===== src/hw/rtl/ktm_pkg.sv =====
`default_nettype none
// ----------------------------------------------------------------------------
// ktm_pkg
// Shared types and constants of the timestamp merge: item layouts, codes and
// the command and status groups between controller and datapath.
// ----------------------------------------------------------------------------
package ktm_pkg;

  localparam int unsigned SOURCES_DEF     = 8;
  localparam int unsigned QUEUE_DEPTH_DEF = 8;
  localparam int unsigned MAX_RESULTS     = 64;

  localparam int unsigned CFG_W     = 4;
  localparam int unsigned SRC_FLD_W = 3;
  localparam int unsigned TS_W      = 64;
  localparam int unsigned PL_W      = 32;

  localparam logic [CFG_W-1:0] CFG_RESET = CFG_W'(8);

  typedef enum logic {
    OP_PUSH  = 1'b0,
    OP_CLOSE = 1'b1
  } ktm_op_e;

  typedef enum logic [1:0] {
    ST_RECORD = 2'd0,
    ST_FULL   = 2'd1,
    ST_BAD    = 2'd2
  } ktm_status_e;

  typedef struct packed {
    ktm_op_e              operation;
    logic [SRC_FLD_W-1:0] source;
    logic [TS_W-1:0]      timestamp;
    logic [PL_W-1:0]      payload;
  } ktm_in_item_t;

  typedef struct packed {
    ktm_status_e          status;
    logic [SRC_FLD_W-1:0] source_res;
    logic [TS_W-1:0]      timestamp_res;
    logic [PL_W-1:0]      payload_res;
    logic                 last;
  } ktm_out_item_t;

  typedef struct packed {
    logic take;
    logic decide;
    logic scan_start;
    logic pop;
    logic load_out;
    logic last;
  } ktm_cmd_t;

  typedef struct packed {
    logic err;
    logic have_pend;
    logic ready_more;
    logic scan_done;
    logic out_free;
  } ktm_sts_t;

endpackage
`default_nettype wire


===== src/hw/rtl/ktm_ctrl.sv =====
`default_nettype none
// ----------------------------------------------------------------------------
// ktm_ctrl
// Sequencer: takes an item, checks it and either emits an error result or applies it,
// then runs the head scan, pop and emit loop until no further record may leave.
// ----------------------------------------------------------------------------
module ktm_ctrl (
  input  wire logic              clk_i,
  input  wire logic              rst_ni,
  input  wire logic              in_valid_i,
  output logic                   in_ready_o,
  input  wire ktm_pkg::ktm_sts_t sts_i,
  output ktm_pkg::ktm_cmd_t      cmd_o
);
  import ktm_pkg::*;

  typedef enum logic [2:0] {
    S_IDLE,
    S_DECIDE,
    S_CHECK,
    S_SCAN,
    S_POP,
    S_EMIT
  } state_e;

  state_e   state_q, state_d;
  logic     more_q, more_d;
  ktm_cmd_t cmd;

  always_comb begin
    cmd     = '0;
    state_d = state_q;
    more_d  = more_q;
    case (state_q)
      S_IDLE: begin
        if (in_valid_i) begin
          cmd.take = 1'b1;
          state_d  = S_DECIDE;
        end
      end
      S_DECIDE: begin
        cmd.decide = 1'b1;
        if (sts_i.err) begin
          more_d  = 1'b0;
          state_d = S_EMIT;
        end else begin
          state_d = S_CHECK;
        end
      end
      S_CHECK: begin
        // a popped record waits in the datapath until we know if more follow
        if (sts_i.have_pend) begin
          more_d  = sts_i.ready_more;
          state_d = S_EMIT;
        end else if (sts_i.ready_more) begin
          cmd.scan_start = 1'b1;
          state_d        = S_SCAN;
        end else begin
          state_d = S_IDLE;
        end
      end
      S_SCAN: begin
        if (sts_i.scan_done) begin
          state_d = S_POP;
        end
      end
      S_POP: begin
        cmd.pop = 1'b1;
        state_d = S_CHECK;
      end
      S_EMIT: begin
        if (sts_i.out_free) begin
          cmd.load_out = 1'b1;
          cmd.last     = !more_q;
          if (more_q) begin
            cmd.scan_start = 1'b1;
            state_d        = S_SCAN;
          end else begin
            state_d = S_IDLE;
          end
        end
      end
      default: begin
        state_d = S_IDLE;
      end
    endcase
  end

  always_ff @(posedge clk_i or negedge rst_ni) begin
    if (!rst_ni) begin
      state_q <= S_IDLE;
      more_q  <= 1'b0;
    end else begin
      state_q <= state_d;
      more_q  <= more_d;
    end
  end

  assign in_ready_o = (state_q == S_IDLE);
  assign cmd_o      = cmd;

endmodule
`default_nettype wire


===== config.mk =====
export PLATFORM = sky130hd
export DESIGN_NAME = ktm_ctrl
export DESIGN_NICKNAME = d
export VERILOG_FILES = /design/src/hw/rtl/ktm_pkg.sv /design/src/hw/rtl/ktm_ctrl.sv
export SDC_FILE = /design/constraint.sdc
export NUM_CORES = 1
export LEC_CHECK = 0
export BUFFER_PORTS_ARGS = -buffer_cell sky130_fd_sc_hd__buf_2
export CORE_AREA = 5 5 42 44
export DETAILED_ROUTE_END_ITERATION = 7
export DIE_AREA = 0 0 47 49
export GPL_ROUTABILITY_DRIVEN = 0
export PLACE_DENSITY = 0.51
export SKIP_LAST_GASP = 1
export SLEW_MARGIN = 20
export SYNTH_ARGS = -nofsm -noshare
export SYNTH_HDL_FRONTEND = slang
export SYNTH_SLANG_ARGS = --single-unit

===== constraint.sdc =====
create_clock -name clk_i -period 1.3 [get_ports clk_i]
set_input_delay 0.13 -clock clk_i [delete_from_list [all_inputs] [get_ports clk_i]]
set_output_delay 0.13 -clock clk_i [all_outputs]
set_load 0.05 [all_outputs]

# After elaboration in Yosys (flattened, before gate mapping)

Cells that the tools add are included.

Eq/ne operators: 10
Muxes and demuxes: 22
Reductions and logical operators: 5

Operator list:

| operator             | count |
|---|---|
| $pmux W3 S6          | 1 |
| $mux W3              | 5 |
| $mux W1              | 10 |
| $ne A2 B2 Y1 const B | 5 |
| $mux W2              | 4 |
| $eq A3 B2 Y1 const B | 2 |
| $eq A3 B3 Y1 const B | 2 |
| $reduce_and A3 Y1    | 2 |
| $pmux W1 S2          | 2 |
| $eq A3 B1 Y1 const B | 1 |
| $logic_not A3 Y1     | 1 |
| $reduce_bool A2 Y1   | 1 |
| $logic_not A1 Y1     | 1 |

Bits in registers: 4
Input bits: 8
Output and inout bits: 7

# Longest topological paths before layout

Depth after elaboration: 3
Gate-level depth with buffers: 4
Depth with buffers taken out: 3

# Least setup slack after synthesis

No wires, ideal clock.

Kind: flip-flop to output port
From: reg state_q[0]
To: out cmd_o[5] (netlist name)
Arrival: 2274 ps
Slack: -1104 ps
Stages on the path, launching flop included: 4
Cell sequence: dfrtp_1 > buf_2 > nor3_1 > and2_1

RTL lines:

| element                | line           | source |
|---|---|---|
| start, declared        | ktm_ctrl.sv:26 | `state_e state_q, state_d;` |
| start signal, assigned | ktm_ctrl.sv:94 | `state_q <= state_d;` |
| end, declared          | ktm_ctrl.sv:13 | `output ktm_pkg::ktm_cmd_t cmd_o` |

==> impl_metrics.env <==
export IMPL_status="finished with violations"
export IMPL_violations="setup timing"
export IMPL_portBuffers=14
export IMPL_nFillCells=132
export IMPL_row_count=14
export IMPL_fin_skew_ps=1.147
export IMPL_drive_above_1_share_pct=65.28
export IMPL_antennaDiodeCount=0
export IMPL_maxCapViolCount=0
export IMPL_dp_slack_ps=-43.71
export IMPL_vias=431
export IMPL_worst_pin_slew_ps=224.8
export IMPL_r2r_cells=5
export IMPL_clockBufferDepth=2
export IMPL_cts_max_level=1
export IMPL_cts_sinks=4
export IMPL_cts_buffers_inserted=3
export IMPL_startpoint_type="flop"
export IMPL_routed_wirelength_um=1103
export IMPL_fin_crit_sh_pct=112.9
export IMPL_startpoint="state_q[0]"
export IMPL_fin_nets=82
export IMPL_grt_pass1_wl_um=1683
export IMPL_via_per_inst=4.898
export IMPL_hold_class="input port to asynchronous set/reset pin"
export IMPL_relSlewSlack_pct=84.90
export IMPL_hpwl_um=805.5
export IMPL_yosys_warnings=0
export IMPL_die_y_um=49
export IMPL_drtAntennaViolNets=0
export IMPL_fmax_mhz=681.2
export IMPL_grt_max_degree=15
export IMPL_worst_setup_path_end_kind="output pin"
export IMPL_dp_cells=79
export IMPL_syn_avg_cell_area_um2=9.369
export IMPL_initial_utilization_pct=28.75
export IMPL_path_class="flop to output pin"
export IMPL_cts_root_buf="clkbuf_4"
export IMPL_peakVddDrop_mv=0.9588
export IMPL_syn_inst=43
export IMPL_powerDensity_nw_per_um2=2361
export IMPL_required_ps=1170
export IMPL_path_clk_slew_ps=40
export IMPL_maxSlewViolCount=0
export IMPL_seq_area_frac_synth_pct=24.84
export IMPL_grt_pass1_vias=429
export IMPL_drc=0
export IMPL_yosysUniqueCellTypes=27
export IMPL_hold_violations=0
export IMPL_layout_setup_ws_ps=-168.0
export IMPL_dr_pass1_iters=2
export IMPL_setup_violations=9
export IMPL_ios=15
export IMPL_fp_coreArea_um2=1401
export IMPL_cts_tree="built"
export IMPL_cp_max_fo=7
export IMPL_tns_ps=-727.9
export IMPL_utilization_pct=54.64
export IMPL_synth_nets=51
export IMPL_worstPathArrival_ps=1340
export IMPL_antenna_found_initial=0
export IMPL_rsz0062_at_grt="yes"
export IMPL_drt_iter0_drc=1
export IMPL_regToRegStartpoint="state_q[0]"
export IMPL_fin_crit_ps=1468
export IMPL_netlist_area_um2=402.9
export IMPL_p_leak_nw=0.3605
export IMPL_die_w_um=47
export IMPL_post_drt_wl_per_cell_um=12.53
export IMPL_final_cells=88
export IMPL_grt_usage_pct=9.816
export IMPL_clkLatencyLatePin_ps=230
export IMPL_area_growth_pct=90.06
export IMPL_gr_total_overflow=0
export IMPL_synth_seq_cells=4
export IMPL_dieArea_um2=2303
-- final timing paths --
| path | to | slack, ps |
|---|---|---|
| hold reg to reg | state_q[2] | 560 |
| setup reg to reg | state_q[0] | -50 |
| hold / removal | more_q | 230 |
| min in group clk_i | state_q[0] | 280 |
| setup / recovery | cmd_o[3] | -170 |
| max in group asynchronous | state_q[1] | 940 |
-- synth_stat cells --
cell | number | area share (%)
and3_1 | 1 | 1.6
nor4_2 | 1 | 3.1
a32oi_1 | 1 | 2.2
a22o_1 | 1 | 2.2
inv_1 | 2 | 1.9
nor2_1 | 2 | 1.9
a211oi_2 | 1 | 3.1
nor3_1 | 2 | 2.5
and4bb_1 | 2 | 6.2
a21o_1 | 3 | 5.6
nor2b_1 | 3 | 4.7
a211oi_1 | 1 | 1.9
buf_6 | 1 | 2.8
a221oi_2 | 1 | 3.7
a21oi_1 | 2 | 2.5
and4b_1 | 1 | 2.5
nand2b_1 | 1 | 1.6
nor4bb_1 | 1 | 2.5
mux2i_1 | 1 | 2.5
nand3b_1 | 2 | 3.7
and2_1 | 1 | 1.6
dfrtp_1 | 4 | 25
or2b_1 | 2 | 3.7
a21bo_2 | 1 | 2.5
buf_2 | 2 | 2.5
mux2_1 | 1 | 2.8
nor3b_1 | 2 | 3.7
-- worst max-delay path: stages (launching register included) --
cell and delay, ps:
dfrtp_2 430, buf_4 140, and3_4 180, a21bo_4 210
buf_8 140
-- state kept, by name, summed over array words and instances, names as in the netlist --
signal	count
state_q	3
more_q	1
-- report_power, final --
group	leakage (nW)	internal, mW	switching [mW]
logic	0.298	0.715	0.689
clock network	0.0138	0.103	0.0461
registers	0.0489	0.182	0.0727
total	0.360	1.00	0.808
-- through the flow --
step	power, mW	cell area [µm²]	hold WS (ps)
finish	1.808	765.7	232.9
detailed placement	1.300	578.1	-63.18
global placement	1.302	578.1	-62.67
CTS	1.746	735.7	224.2
floorplan	1.049	447.9	-165.6
global route	1.937	765.7	238.1
-- per-layer routing --
layer,track usage (%),vias up,routed length (µm)
met2,15.84,5,593
met4,5.530,0,0
met3,1.107,0,43
met1,11.97,203,466
li1,-,223,-
met5,0,-,0
-- what timing repair did --
action                                  in CTS  in global routing
resized for setup                           21                 11
pin swaps                                   10                  2
hold endpoints to repair                     4                  0
hold buffers                                 1                  0
setup buffers                                5                  0
endpoints found under the setup margin       9                 11
-- kinds of logic after synthesis --
family / after synthesis / share of synthesized area [%]
and+or+nand+nor: 21 / 39.13
AOI/OAI and AO/OA: 11 / 23.60
buffers and inverters: 5 / 7.143
DFF: 4 / 24.85
muxes: 2 / 5.279
-- area by class of cell --
type,instances,area (µm²),share of cell area [%]
clock buffer,3,22.52,2.941
inverter,2,7.507,0.9804
multi-input combinational,34,357.8,46.73
sequential,4,102.6,13.40
tap,16,20.02,2.614
timing repair buffer,29,255.2,33.33
-- cell usage in the layout (no fill, tap or decap), drive strengths merged, types with 2 or more instances in the layout --
master / count
nor2: 2
a21o: 3
dfrtp: 4
nor2b: 3
nor3: 2
buf: 28
inv: 2
nor3b: 2
a211oi: 2
nand3b: 2
clkbuf: 3
and4bb: 2
or2b: 2
a21oi: 2
Note: power is estimated with default switching activity, not from simulation.
